==> src/rtl/pinhole_camera_ray_generator_core_defines.svh <==
// ----------------------------------------------------------------------------
// Pinhole camera ray generator assertion macros
// Shorthand for clocked assertions sampled on clk, disabled during reset.
// ----------------------------------------------------------------------------
`ifndef PINHOLE_CAMERA_RAY_GENERATOR_CORE_DEFINES_SVH
`define PINHOLE_CAMERA_RAY_GENERATOR_CORE_DEFINES_SVH

// Consequent checked in the same cycle as the antecedent.
`define PCRG_ASSERT_SAME(label, ante, cons, msg) \
    label: assert property (@(posedge clk) disable iff (!rst_n) (ante) |-> (cons)) \
        else $error(msg);

// Consequent checked in the cycle after the antecedent.
`define PCRG_ASSERT_NEXT(label, ante, cons, msg) \
    label: assert property (@(posedge clk) disable iff (!rst_n) (ante) |=> (cons)) \
        else $error(msg);

`endif

==> src/rtl/pcrg_pkg.sv <==
// ----------------------------------------------------------------------------
// pcrg_pkg
// Shared constants, codes and types of the pinhole camera ray generator.
// ----------------------------------------------------------------------------
package pcrg_pkg;

    localparam int COORD_BITS    = 12;
    localparam int FRAC_BITS     = 18;
    localparam int COMP_BITS     = FRAC_BITS + 3;
    localparam int DIR_BITS      = FRAC_BITS + 2;
    localparam int VEC_BITS      = 3 * COMP_BITS;
    localparam int RATIO_BITS    = 20;
    localparam int RECIP_BITS    = 25;
    localparam int SEED_BITS     = 48;
    localparam int CFG_IDX_BITS  = 3;
    localparam int CFG_DATA_BITS = VEC_BITS;

    // pixel coordinate scaling into Q.16 with the factor of two folded in
    localparam int PIX_SHIFT     = 17;
    localparam int JIT_BITS      = 17;
    localparam int TX_BITS       = COORD_BITS + PIX_SHIFT + 2;
    localparam int MUL_A_BITS    = 41;
    localparam int MUL_B_BITS    = 31;
    localparam int PROD_BITS     = MUL_A_BITS + MUL_B_BITS;
    localparam int A1_BITS       = 41;
    localparam int SCALE_BITS    = 33;
    localparam int FWD_SHIFT     = 25;
    localparam int D_BITS        = 54;
    localparam int NORM_BITS     = 30;
    localparam int ROOT_BITS     = 64;
    localparam int LEN_BITS      = 32;
    localparam int Q_BITS        = FRAC_BITS + 1;
    localparam int NUM_BITS      = NORM_BITS + FRAC_BITS + 1;
    localparam int STEP_BITS     = 5;

    localparam int DIR_STEPS     = 6;
    localparam int SQ_STEPS      = 3;
    localparam int ROOT_STEPS    = 32;

    localparam logic [23:0]          LCG_MUL_LO  = 24'hECE66D;
    localparam logic [10:0]          LCG_MUL_HI  = 11'h5DE;
    localparam logic [SEED_BITS-1:0] LCG_ADD     = 48'hB;
    localparam logic [SEED_BITS-1:0] SEED_RESET  = 48'd20017429951246;
    localparam logic [RATIO_BITS-1:0] RATIO_RESET = 20'd65536;
    localparam logic [RECIP_BITS-1:0] RECIP_RESET = 25'd16384;

    typedef enum logic [CFG_IDX_BITS-1:0] {
        REG_POSITION,
        REG_FORWARD,
        REG_RIGHT,
        REG_UP,
        REG_RATIO,
        REG_WIDTH_RECIP,
        REG_HEIGHT_RECIP,
        REG_SEED
    } cfg_reg_t;

    typedef enum logic [3:0] {
        ST_IDLE,
        ST_RNG_MUL,
        ST_RNG_ADD,
        ST_SCALE_A1,
        ST_SCALE_A,
        ST_SCALE_B,
        ST_DIR,
        ST_ABS,
        ST_MAX,
        ST_NORM,
        ST_SQUARE,
        ST_ROOT,
        ST_DIV_INIT,
        ST_DIV,
        ST_FINISH
    } state_t;

    typedef enum logic [3:0] {
        OP_NONE,
        OP_LOAD,
        OP_RNG_MUL,
        OP_RNG_ADD,
        OP_SCALE_A1,
        OP_SCALE_A,
        OP_SCALE_B,
        OP_DIR,
        OP_ABS,
        OP_MAX,
        OP_NORM,
        OP_SQUARE,
        OP_ROOT,
        OP_DIV_INIT,
        OP_DIV,
        OP_FINISH
    } op_t;

    typedef struct packed {
        op_t                  op;
        logic [STEP_BITS-1:0] step;
    } cmd_t;

    typedef struct packed {
        logic zero;
        logic norm_done;
        logic out_free;
    } status_t;

    typedef struct packed {
        logic [VEC_BITS-1:0]   position;
        logic [VEC_BITS-1:0]   forward;
        logic [VEC_BITS-1:0]   right;
        logic [VEC_BITS-1:0]   up;
        logic [RATIO_BITS-1:0] ratio;
        logic [RECIP_BITS-1:0] width_recip;
        logic [RECIP_BITS-1:0] height_recip;
    } cfg_t;

endpackage

==> src/rtl/pcrg_ctrl.sv <==
// ----------------------------------------------------------------------------
// pcrg_ctrl
// Sequencer: walks the datapath through one ray, one operation per cycle.
// ----------------------------------------------------------------------------
module pcrg_ctrl import pcrg_pkg::*; (
    input  logic    clk,
    input  logic    rst_n,
    input  logic    in_valid,
    output logic    in_ready,
    input  logic    use_jitter,
    input  status_t status,
    output cmd_t    cmd
);

    state_t               state_reg;
    state_t               state_next;
    logic [STEP_BITS-1:0] cnt_reg;
    logic [STEP_BITS-1:0] cnt_next;

    always_ff @(posedge clk or negedge rst_n)
    begin
        if (!rst_n)
        begin
            state_reg <= ST_IDLE;
            cnt_reg   <= '0;
        end
        else
        begin
            state_reg <= state_next;
            cnt_reg   <= cnt_next;
        end
    end

    always_comb
    begin
        state_next = state_reg;
        cnt_next   = cnt_reg + STEP_BITS'(1);
        case (state_reg)
            ST_IDLE:
            begin
                cnt_next = '0;
                if (in_valid)
                    state_next = use_jitter ? ST_RNG_MUL : ST_SCALE_A1;
            end
            ST_RNG_MUL:
            begin
                cnt_next   = cnt_reg;
                state_next = ST_RNG_ADD;
            end
            ST_RNG_ADD:
            begin
                // first pass draws the x offset, second the y offset
                if (cnt_reg == '0)
                    state_next = ST_RNG_MUL;
                else
                begin
                    state_next = ST_SCALE_A1;
                    cnt_next   = '0;
                end
            end
            ST_SCALE_A1: state_next = ST_SCALE_A;
            ST_SCALE_A:  state_next = ST_SCALE_B;
            ST_SCALE_B:
            begin
                state_next = ST_DIR;
                cnt_next   = '0;
            end
            ST_DIR:
            begin
                if (cnt_reg == STEP_BITS'(DIR_STEPS - 1))
                begin
                    state_next = ST_ABS;
                    cnt_next   = '0;
                end
            end
            ST_ABS: state_next = ST_MAX;
            ST_MAX: state_next = ST_NORM;
            ST_NORM:
            begin
                cnt_next = '0;
                if (status.zero)
                    state_next = ST_FINISH;
                else if (status.norm_done)
                    state_next = ST_SQUARE;
            end
            ST_SQUARE:
            begin
                if (cnt_reg == STEP_BITS'(SQ_STEPS - 1))
                begin
                    state_next = ST_ROOT;
                    cnt_next   = '0;
                end
            end
            ST_ROOT:
            begin
                if (cnt_reg == STEP_BITS'(ROOT_STEPS - 1))
                    state_next = ST_DIV_INIT;
            end
            ST_DIV_INIT:
            begin
                state_next = ST_DIV;
                cnt_next   = '0;
            end
            ST_DIV:
            begin
                if (cnt_reg == STEP_BITS'(Q_BITS - 1))
                    state_next = ST_FINISH;
            end
            ST_FINISH:
            begin
                cnt_next = '0;
                if (status.out_free)
                    state_next = ST_IDLE;
            end
            default:
            begin
                state_next = ST_IDLE;
                cnt_next   = '0;
            end
        endcase
    end

    always_comb
    begin
        in_ready = 1'b0;
        cmd.step = cnt_reg;
        case (state_reg)
            ST_IDLE:
            begin
                in_ready = 1'b1;
                cmd.op   = in_valid ? OP_LOAD : OP_NONE;
            end
            ST_RNG_MUL:  cmd.op = OP_RNG_MUL;
            ST_RNG_ADD:  cmd.op = OP_RNG_ADD;
            ST_SCALE_A1: cmd.op = OP_SCALE_A1;
            ST_SCALE_A:  cmd.op = OP_SCALE_A;
            ST_SCALE_B:  cmd.op = OP_SCALE_B;
            ST_DIR:      cmd.op = OP_DIR;
            ST_ABS:      cmd.op = OP_ABS;
            ST_MAX:      cmd.op = OP_MAX;
            ST_NORM:     cmd.op = OP_NORM;
            ST_SQUARE:   cmd.op = OP_SQUARE;
            ST_ROOT:     cmd.op = OP_ROOT;
            ST_DIV_INIT: cmd.op = OP_DIV_INIT;
            ST_DIV:      cmd.op = OP_DIV;
            ST_FINISH:   cmd.op = OP_FINISH;
            default:     cmd.op = OP_NONE;
        endcase
    end

endmodule

==> config.mk <==
export PLATFORM = sky130hd
export DESIGN_NAME = pcrg_ctrl
export DESIGN_NICKNAME = d
export VERILOG_FILES = /design/src/rtl/pinhole_camera_ray_generator_core_defines.svh /design/src/rtl/pcrg_pkg.sv /design/src/rtl/pcrg_ctrl.sv
export SDC_FILE = /design/constraint.sdc
export NUM_CORES = 1
export LEC_CHECK = 0
export ABC_AREA = 1
export BUFFER_PORTS_ARGS = -buffer_cell sky130_fd_sc_hd__buf_2
export CORE_AREA = 5 5 50 52
export CTS_BUF_LIST = sky130_fd_sc_hd__clkbuf_8
export CTS_CLUSTER_DIAMETER = 150
export DETAILED_ROUTE_END_ITERATION = 16
export DIE_AREA = 0 0 55 57
export PLACE_DENSITY_LB_ADDON = 0.08
export SYNTH_ARGS = -nofsm -noshare
export SYNTH_HDL_FRONTEND = slang
export SYNTH_SLANG_ARGS = --single-unit
==> constraint.sdc <==
create_clock -name clk -period 5 [get_ports clk]
set_clock_uncertainty 0.2 [all_clocks]
set_input_delay 0 -clock clk [delete_from_list [all_inputs] [get_ports clk]]
set_output_delay 0 -clock clk [all_outputs]
set_load 0.02 [all_outputs]
# Word-level counts from Yosys, hierarchy flattened
# Cells that the tools add are included.
# Widths: inputs -> output; s select.
# totals
ff_bits,9
in_bits,7
word_cells,50
# classes
addsub,1
n_eq_ne,25
n_mux,18
reduce_logical,4
# op_table
op,n
$pmux 4 s15,2
$mux 4,8
$eq 4x4->1 const B,7
$pmux 5 s5,1
$eq 4x3->1 const B,4
$mux 5,3
$ne 2x2->1 const B,6
$eq 5x5->1 const B,2
$eq 4x2->1 const B,2
$reduce_and 7->1,1
$reduce_or 6->1,1
$add 5x1->5 const B,1
$eq 5x2->1 const B,1
$eq 5x3->1 const B,1
$logic_not 5->1,1
$eq 4x1->1 const B,1
$logic_not 4->1,1
$mux 2,2
$ne 3x3->1 const B,1
$mux 1,2

# Longest topological paths before layout
# Gate-level depths: netlist (run 1).
# logic_depth
ltp_word,3
mapped_depth,11
mapped_depth_nobuf,11

# Worst setup path after synthesis (run 1)
# No wires, ideal clock.
# synth_timing
path_type,flip-flop to flip-flop
start,reg cnt_reg[1]
end,reg state_reg[1]
setup_ns,0.117
t_arrival_ns,1.451
setup_slack_ns,3.232
stages_incl_launch_ff,12
n_path_buf,0
cell_sequence,dfrtp_1 > ha_1 > nand2_1 > nor2_1 > ha_1 > inv_1 > nand2_2 > nand2_4 > nor2_8 > nand2_4 > nand2_1 > nand2_1
# synth_via
elab_chain_len,3
word_cells_on_any_way,12
# synth_lines
item,line_no,rtl
from (decl),pcrg_ctrl.sv:17,logic [STEP_BITS-1:0] cnt_reg;
from (signal assigned),pcrg_ctrl.sv:30,cnt_reg <= cnt_next;
"$logic_not 5->1, or another cell as far along",pcrg_ctrl.sv:53,if (cnt_reg == '0)
$mux 2 / $ne 2x2->1 (equally long branches),--,
$pmux 4 s15 / $reduce_and 7->1 (equally long branches),--,
to (signal assigned),pcrg_ctrl.sv:29,state_reg <= state_next;
to (decl),pcrg_ctrl.sv:15,state_t state_reg;
# Several ways; a longest one is shown, not always the timed one.
# A chain may end at the register's enable or synchronous reset.

# Worst setup path in the final report (run 1)
# layout_timing
start,reg cnt_reg[0]
end,reg state_reg[2]
# layout_via
elab_chain_len,3
word_cells_on_any_way,9
# layout_lines
item,line_no,rtl
"$eq 5x5->1, or another cell as far along",pcrg_ctrl.sv:106,if (cnt_reg == STEP_BITS'(Q_BITS - 1))
$ne 2x2->1 (no source line),--,
$reduce_and 7->1 (no source line) *,--,
# Mark *: on every way between the ends. The rest lies on a longest branch, timed or not.

==> metrics, run 1 <==
status=finished clean; Max rail drop VDD=0.000355 V; share of Yosys cell area claimed by the top area cell type=23.6%; Pwr Total=0.663 mW; combinational share of power=64.6%; port bufs=16; Diodes inserted=0; syn_area_per_cell=6.36 um2; hold_buf cts=4; Max FO, Critical Path=6; Final period util=35.1%; cell area after placement=0.00104 mm2; TritonCTS buffer count=3; Area Overhead vs Synth=18.1%; Vias=945; die height=57 um; CTS root buf=clkbuf_8; worst-path cell chain=ha_1, nand2_1, nor2_1, ha_1, inv_1, nand2_2, nand2_4, nor2_8, nand2_4, nand2_1, nand2_1; Largest delay share family, worst path=simple AND/OR/NAND/NOR gates; synth top area cells=dfrtp_1 24%, nand2_1 20%, nor2_1 11%, ha_1 6.6%, nand2_4 5.9%; Hold Path Class=input port to register; Cells after Synth=150; Worst-path clk slew=40 ps; number of global-route vias before repair=826; share of cells above drive strength 1=24.6%; Avg Vias per Cell=4.75; Initial DRC Count=14; initial antenna violation count=0; first-pass GRT wire length=3640 um; buffer and inverter count on the worst path=1; Antenna Nets Post-Route=0; CP Capture Type=register; Seq pwr share=23.2%; maximum clock rate=570 MHz; clock network fraction of total power=12.2%; CP Launch Type=register; Ys Warns=0; largest net degree at the start of global routing=10; Post-synth top cells=50 x nand2_1, 27 x nor2_1, 12 x inv_1; All-Layer GR Usage=15.5%; Worst-Skew Late Latency=230 ps; most frequent cell after synthesis=nand2_1; max-slew violations=0; H-tree depth=1; postcts setup bufs=0; max_slew headroom=73.0%; drc violations=0; HPWL Detailed=1720 um; MaxCap Viol Count=0; Pwr per Cell Area=589 mW/mm2; final WL=2080 um; FF+latch count, synth=9; Int Pwr=0.297 mW; register area share after synthesis=23.6%; Yosys top cell by area=dfrtp_1; Critical Path AT=1670 ps; die span in x=55 um; ys async rst share=100%; Sw Share=55.2%; syn_nets=162; Pleak=0.644 nW; Max stage delay on crit path=420 ps; reg2reg start=cnt_reg[0]; RSZ-0062 raised after global routing=no; initial core utilization=46.2%; core area=0.00206 mm2; CTS tree=built; Post-Syn Area=953 um2; Psw=0.366 mW; Distinct cells, synth=19; Die ar.=0.00314 mm2; DR pass1 iterations=4; critical path's slowest cell=dfrtp_1; Overflow after GRT=0; Finished Cell Area=0.00113 mm2; count of clock tree sinks=9; Ports=17; flip-flop cell with the highest count after synthesis=dfrtp_1; TNS Setup=0 ps; origin of the worst setup path=cnt_reg[0]; Worst-Margin Slew=404 ps; cts repair resizes=0; cell row count=17; number of flip-flops in the largest register=5; clock buffer depth=2; Placer Congestion=0.878; crit-path most repeated cell=nand2_1; Final setup viols=0; min Tclk post-route=1750 ps; EDFF count, synth=0; class of the most critical setup path=register to register; Hold Startpoint=in_valid; WP data required=4920 ps; final-report hold violation count=0; Nets=184; DR WL/cell=10.4 um
[metrics by stage]
step | util, % | hold WS [ps] | setup WS [ps] | cells
2_1_floorplan | - | -496 | 3230 | 150
3_3_place_gp | 50.5 | -346 | 3290 | 191
3_5_place_dp | 50.5 | -337 | 3250 | 191
4_1_cts | 54.6 | 51.0 | 3230 | 199
5_1_grt | 54.6 | 86.7 | 3060 | 199
6_report | 54.6 | 56.7 | 3250 | 199
[per-layer routing]
metal | vias up | part of all wire, % | track usage [%]
met5 | - | 0 | 0
met4 | 0 | 1.8 | 8.33
met3 | 4 | 2.8 | 0.783
met2 | 16 | 45 | 22.0
met1 | 425 | 50 | 23.1
li1 | 500 | - | -
[cell type report]
class	count	area [um2]
Timing Repair Buffer	20	120
Tap cell	28	35.0
Clock buffer	3	41.3
Inverter	16	60.1
Fill cell	227	937
Clock inverter	1	3.75
Sequential cell	9	225
Multi-Input combinational cell	122	641
[path summary, 6_finish.rpt]
| check | end | slack (ps) | depth (start not counted) |
|---|---|---|---|
| min | state_reg[1] | 60 | 5 |
| min reg2reg | cnt_reg[1] | 390 | 2 |
| min in group asynchronous | state_reg[1] | 560 | 3 |
| max reg2reg | state_reg[2] | 3250 | 11 |
| max in group asynchronous | cnt_reg[1] | 3760 | 3 |
| max | state_reg[2] | 3250 | 11 |
[layout by cell type, fill, tap and decap left out]
master,Yosys,routed
buf_2,1,16
xor2_1,2,2
clkbuf_8,0,3
nand2_1,50,50
nand3b_1,2,2
nand3_2,1,1
o21ai_0,3,3
inv_2,4,4
nor2_4,2,2
nand3_1,10,10
dlygate4sd3_1,0,4
inv_1,12,13
nor2_8,1,1
a21oi_1,4,4
dfrtp_1,9,9
nor2_2,3,3
nand2_4,5,5
nand2_2,7,7
nor2_1,27,27
ha_1,5,5
[power by group through the flow]
stage          clock network (mW)  registers [mW]  logic [mW]
2_1_floorplan                   0           0.132       0.361
4_1_cts                    0.0843           0.153       0.432
3_3_place_gp                    0           0.152       0.429
5_1_grt                    0.0877           0.160       0.480
6_report                   0.0809           0.154       0.429
3_5_place_dp                    0           0.154       0.429
[worst min-delay path, stage by stage]
cell and delay [ps]:
buf_2 110, nor2_2 140, nor2_4 70, nand3_1 80, nand2_1 40
[logic make-up (layout without fill, tap and decap cells)]
logic type / count (synthesis) / after routing / share of synthesized area [%]
DFF: 9 / 9 / 23.6
adders and majority gates: 5 / 5 / 6.56
xor gates and xnor gates: 2 / 2 / 1.84
and+or+nand+nor: 108 / 108 / 55.1
buffers and inverters: 19 / 40 / 9.18
AOI/OAI and AO/OA: 7 / 7 / 3.67
(Power assumes the default switching activity.)
==> inputs of run 2 (changes only) <==
- ABC_AREA: 1 -> 0
- CORE_AREA: 5 5 50 52 -> 5 5 49 51
- DIE_AREA: 0 0 55 57 -> 0 0 54 56
- clock period: 5 -> 1.6 ns (I/O delays scaled with it)
==> run 2 against run 1 <==
Against the previous run:
- global-route usage up 4.0 points
- setup slack worse by 3700 ps
- first-iteration DRC count rose to 3.4 times the previous value
- utilization increased by 24 points
- the flow now finishes with violations (setup timing)
- maximum frequency down 13%
- via count is 3.9% higher
- clock-buffer cell count unchanged
- highest routed layer unchanged
- sequential power rose to 3.3 times the previous value
- non-clock buffer count is 38 higher
- die area down 3.5%
- largest power group unchanged
- critical path type unchanged
==> metrics, run 2 <==
first-pass GRT wire length=4470 um (+23%); Non-Filler Instances=180 (-9.5%); Hold Path Class=input port to register; core area=0.00190 mm2 (-7.8%); Max stage delay on crit path=410 ps (about the same); DR pass1 iterations=4 (unchanged); WP data required=1520 ps (-3400 ps); MaxCap Viol Count=0 (unchanged); commonest non-fill, non-tap cell in the layout=buf_4; Placer Congestion=0.866 (-1.3%); Worst-Margin Slew=482 ps (+78.4 ps); TNS Setup=-3080 ps (-3080 ps); Diodes inserted=0 (unchanged); initial core utilization=46.4% (+0.17 points); Vias=982 (+3.9%); Final setup viols=13 (+13); Pwr Total=3.51 mW (+430%); flip-flop cell with the highest count after synthesis=dfrtp_1; register area=233 um2 (+3.3%); CP Capture Type=register; H-tree depth=1 (unchanged); Largest delay share family, worst path=compound AO/OA/AOI/OAI gates; port bufs=16 (unchanged); Area Overhead vs Synth=68.8%; drc violations=0 (unchanged); register area share after synthesis=25.5% (+1.9 points); final-report hold violation count=0 (unchanged); Avg Vias per Cell=5.46 (+15%); Die ar.=0.00302 mm2 (-3.5%); FF+latch count, synth=9 (unchanged); Distinct cells, synth=47 (+28); Pleak=0.667 nW (+3.5%); HPWL Detailed=1940 um (+12%); Nets=166 (-9.8%); most frequent cell after synthesis=dfrtp_1; synth top area cells=dfrtp_1 26%, ha_1 7.1%, inv_1 3.4%, a2111oi_4 3.1%, a32oi_4 3.1%; Placement Setup Slack=-472 ps (-3720 ps); TritonCTS buffer count=3 (unchanged); clock buffer depth=2 (unchanged); ys async rst share=100% (unchanged); die span in x=54 um (-1.8%); Yosys top cell by area=dfrtp_1; CTS tree=built; Worst-Skew Late Latency=240 ps (about the same); cell row count=16 (-1); Post-Syn Area=882 um2 (-7.5%); critical path's slowest cell=dfrtp_2; share of Yosys cell area claimed by the top area cell type=25.5% (+1.9 points); Pwr per Cell Area=2360 mW/mm2 (+300%); fillcell total=120 (-47%); Max rail drop VDD=0.00179 V (+410%); status=finished with violations; setup ws final=-413 ps (-3660 ps); final hold slack=61.5 ps (+4.79 ps); count of clock tree sinks=9 (unchanged); max-slew violations=0 (unchanged); final WL=2910 um (+40%); class of the most critical setup path=register to register; Critical Path AT=1930 ps (+260 ps); Overflow after GRT=0 (unchanged); CP Launch Type=register; number of global-route vias before repair=921 (+12%); failing checks=setup timing; CTS root buf=clkbuf_8; multi-input logic area=706 um2 (+10%); cell area after placement=0.00118 mm2 (+14%); dpl cells=162 (-15%); largest net degree at the start of global routing=12 (+2); maximum clock rate=497 MHz (-13%); Worst-path clk slew=50 ps (about the same); Finished Cell Area=0.00149 mm2 (+32%); syn_area_per_cell=8.91 um2 (+40%); Initial DRC Count=47 (+33); DR WL/cell=16.2 um (+55%); Ys Warns=0 (unchanged); Cells after Synth=99 (-34%); buffer and inverter count on the worst path=1 (unchanged); die height=56 um (-1.8%); min Tclk post-route=2010 ps (+259 ps); max_slew headroom=67.6% (-5.4 points); Final Util=78.3% (+24 points); Max FO, Critical Path=6 (unchanged); Post-synth top cells=9 x dfrtp_1, 8 x inv_1, 7 x nand2_1; Final period util=126% (+91 points); commonest non-fill, non-tap cells in the layout=36 x buf_4, 12 x buf_2, 7 x nand2_1; worst-path cell chain=inv_4, ha_2, nor2b_4, a311o_1, a32oi_4, nor2_1, a211o_1; syn_nets=111 (-31%); Ports=17 (unchanged); Antenna Nets Post-Route=0 (unchanged); All-Layer GR Usage=19.5% (+4.0 points); EDFF count, synth=0 (unchanged); initial antenna violation count=0 (unchanged); number of flip-flops in the largest register=5 (unchanged); share of cells above drive strength 1=58.8% (+34 points); RSZ-0062 raised after global routing=yes
==> run 2: cell count changes in the layout (fill, tap and decap cells not counted), sizes merged, moves of 4 or more <==
cell,before,now
nand3,11,5
inv,17,8
buf,16,54
nand2,62,7
nor2,33,7
nor3,0,4
==> run 2: area by class of cell <==
cell class                 instances  share of cell area (%)
clock buffer                       3                    2.77
inverter                           8                    2.18
clock inverter                     1                   0.336
tap                               27                    2.27
sequential                         9                    15.6
multi-input combinational         74                    47.4
timing repair buffer              58                    29.4
==> run 2: per-layer routing <==
layer	share of wire, %	GRT usage, %	routed length (um)
met5	0	0	0
met4	0.17	3.20	5
met3	4.6	3.22	135
met2	50	30.8	1460
met1	45	27.8	1310
==> run 2: what timing repair did <==
action | CTS | global route
hold buffers | 4 | 0
gates cloned | 0 | 0
setup endpoints to repair | 13 | 12
pin swaps | 4 | 4
hold endpoints to repair | 11 | 0
setup buffers | 6 | 4
resized for setup | 22 | 11
==> run 2: power breakdown <==
group	switching (mW)	total (mW)	internal [mW]
clock	0.107	0.278	0.171
combinational	1.34	2.72	1.38
sequential	0.174	0.509	0.335
total	1.63	3.51	1.89
==> run 2: path summary, 6_finish.rpt <==
kind                            start           end  slack, ps  depth (start not counted)
min                        use_jitter  state_reg[1]         60                          4
min reg2reg                cnt_reg[1]    cnt_reg[1]        500                          3
max in group asynchronous       rst_n  state_reg[3]        310                          3
max                        cnt_reg[0]    cnt_reg[3]       -410                          7
min in group asynchronous       rst_n  state_reg[0]        560                          3
max reg2reg                cnt_reg[0]    cnt_reg[3]       -410                          7
==> run 2: cell families (layout without fill, tap and decap cells) <==
group	after synthesis	in the layout	synth area share, %
AO/OA/AOI/OAI	27	27	28.7
XOR/XNOR	3	3	2.98
adder cells (fa/ha/maj)	5	5	7.09
buffers and inverters	16	70	9.36
flip-flops	9	9	25.5
multiplexers	1	1	1.13
AND/OR/NAND/NOR	38	38	25.2
==> run 2: worst min-delay path, cell delays in order <==
cell	delay (ps)
buf_2	100
inv_1	60
a311oi_1	120
a221oi_2	170
==> inputs of run 3 (changes only) <==
- CTS_BUF_LIST: sky130_fd_sc_hd__clkbuf_8 -> unset
==> run 3 against run 2 <==
Against the previous run:
- sequential cell count did not move
- first-iteration DRC count fell by 49%
- power fell by 5.1%
- setup slack got worse by 18 ps
- the flow still finishes with violations (setup timing)
- cell area fell by 3.3%
- combinational power fell by 3%
- sequential power fell by 0.8%
- worst hold slack got worse by 24 ps
- highest routed layer unchanged
==> metrics, run 3 (synthesis gave the netlist of run 2 again) <==
r2r worst-path depth=7 (unchanged); status=finished with violations; register area=231 um2 (-0.54%); number of global-route vias before repair=938 (+1.8%); DR pass1 iterations=4 (unchanged); Final period util=127% (+1.1 points); Worst-Skew Late Latency=260 ps (+20 ps); drc violations=0 (unchanged); initial core utilization=46.4% (unchanged); origin of the worst setup path=cnt_reg[1]; die span in x=54 um (unchanged); max_slew headroom=69.1% (+1.5 points); first-pass GRT wire length=4460 um (-0.16%); TritonCTS buffer count=3 (unchanged); Die ar.=0.00302 mm2 (unchanged); final hold slack=37.1 ps (-24.4 ps); max-slew violations=0 (unchanged); Worst-path clk slew=70 ps (+20 ps); final-report hold violation count=0 (unchanged); largest net degree at the start of global routing=12 (unchanged); multi-input logic area=684 um2 (-3.0%); Diodes inserted=0 (unchanged); Critical Path AT=1980 ps (+50 ps); DR WL/cell=15.5 um (-4.1%); Final setup viols=12 (-1); die height=56 um (unchanged); failing checks=setup timing; CP Launch Type=register; maximum clock rate=493 MHz (-0.87%); count of clock tree sinks=9 (unchanged); slack of the worst reg-to-reg path=-430 ps (-20 ps); Vias=956 (-2.6%); port bufs=16 (unchanged); CP Capture Type=register; Initial DRC Count=24 (-49%); number of flip-flops in the largest register=5 (unchanged); reg2reg start=cnt_reg[1]; r2r endpoint=cnt_reg[3]; CTS root buf=clkbuf_4; cell row count=16 (unchanged); Antenna Nets Post-Route=0 (unchanged); commonest non-fill, non-tap cells in the layout=35 x buf_4, 12 x buf_2, 7 x nand2_1; Pleak=0.652 nW (-2.1%); share of cells above drive strength 1=56.6% (-2.2 points); HPWL Detailed=1940 um (unchanged); Max rail drop VDD=0.00143 V (-20%); initial antenna violation count=0 (unchanged); All-Layer GR Usage=19.5% (-0.043 points); Hold Path Class=input port to register; final WL=2780 um (-4.7%); Pwr per Cell Area=2310 mW/mm2 (-1.9%); WP data required=1550 ps (+30 ps); Ports=17 (unchanged); TNS Setup=-3400 ps (-314 ps); Overflow after GRT=0 (unchanged); Nets=165 (-0.60%); Worst-Margin Slew=460 ps (-21.8 ps); clock buffer depth=2 (unchanged); H-tree depth=1 (unchanged); core area=0.00190 mm2 (unchanged); setup ws final=-430 ps (-17.7 ps); CTS tree=built; Placer Congestion=0.866 (unchanged); Avg Vias per Cell=5.34 (-2.1%); Max FO, Critical Path=6 (unchanged); min Tclk post-route=2030 ps (+17.7 ps); class of the most critical setup path=register to register; fillcell total=130 (+8.3%); MaxCap Viol Count=0 (unchanged); end point of the critical path=cnt_reg[3]; Placement Setup Slack=-472 ps (unchanged); Area Overhead vs Synth=63.3%; Pwr Total=3.33 mW (-5.1%); commonest non-fill, non-tap cell in the layout=buf_4; RSZ-0062 raised after global routing=yes
run 3: cell count changes in the layout (fill, tap and decap cells not counted):
cell / delta
o311ai_1: +1
buf_4: -1
dfrtp_2: -1
nand3_4: -1
o311ai_2: -1
nand3_2: +1
o22ai_2: -1
o22ai_1: +1
clkbuf_4: +3
clkbuf_8: -3
dfrtp_1: +1
run 3: how the worst min path moves through the flow:
| stage | from | endpoint | slack (ps) | cells after the start |
|---|---|---|---|---|
| finish | use_jitter | state_reg[1] | 40 | 4 |
| global placement | rst_n | cnt_reg[4] | -330 | 1 |
| floorplan | rst_n | cnt_reg[0] | -500 | 0 |
| CTS | use_jitter | state_reg[1] | 30 | 4 |
| detailed placement | rst_n | cnt_reg[4] | -330 | 1 |
| global route | use_jitter | state_reg[1] | 70 | 4 |
run 3: worst max-delay path, stage by stage (launching register included):
cell	delay [ps]
dfrtp_2	430
inv_2	80
ha_1	160
and4bb_1	270
o22ai_4	110
a32oi_4	320
nor2_1	70
a211o_1	270
run 3: power by group:
part,internal [mW],switching [mW]
clock network,0.0922,0.0895
registers,0.331,0.173
logic,1.35,1.30
total,1.77,1.56
run 3: repair_timing:
| item | CTS | global route |
|---|---|---|
| resized for setup | 26 | 3 |
| pin swaps | 7 | 6 |
| hold buffers | 4 | 0 |
| buffers inserted | 8 | 1 |
| hold endpoints to repair | 11 | 0 |
| setup endpoints to repair | 13 | 13 |
run 3: per-stage QoR:
stage	utilization (%)	instance area [um2]	instances
6_report	75.7	1440	179
5_1_grt	75.7	1440	179
4_1_cts	74.5	1420	178
3_5_place_dp	62.2	1180	162
3_3_place_gp	62.2	1180	162
2_1_floorplan	-	911	99
run 3: area by class of cell:
class	instances	area share, %
clock buffers	3	1.56
clock inverters	1	0.348
inverters	8	2.26
multi-input cells	74	47.5
flip-flops and latches	9	16.1
well taps	27	2.35
repair buffers	57	29.9
run 3: per-layer routing:
layer  part of all wire, %  GRT usage, %  vias up
met3                   2.8          3.75        2
li1                      -             -      467
met5                     0             0        -
met1                    47          27.5      469
met2                    50          30.8       18
met4                  0.36          2.85        0
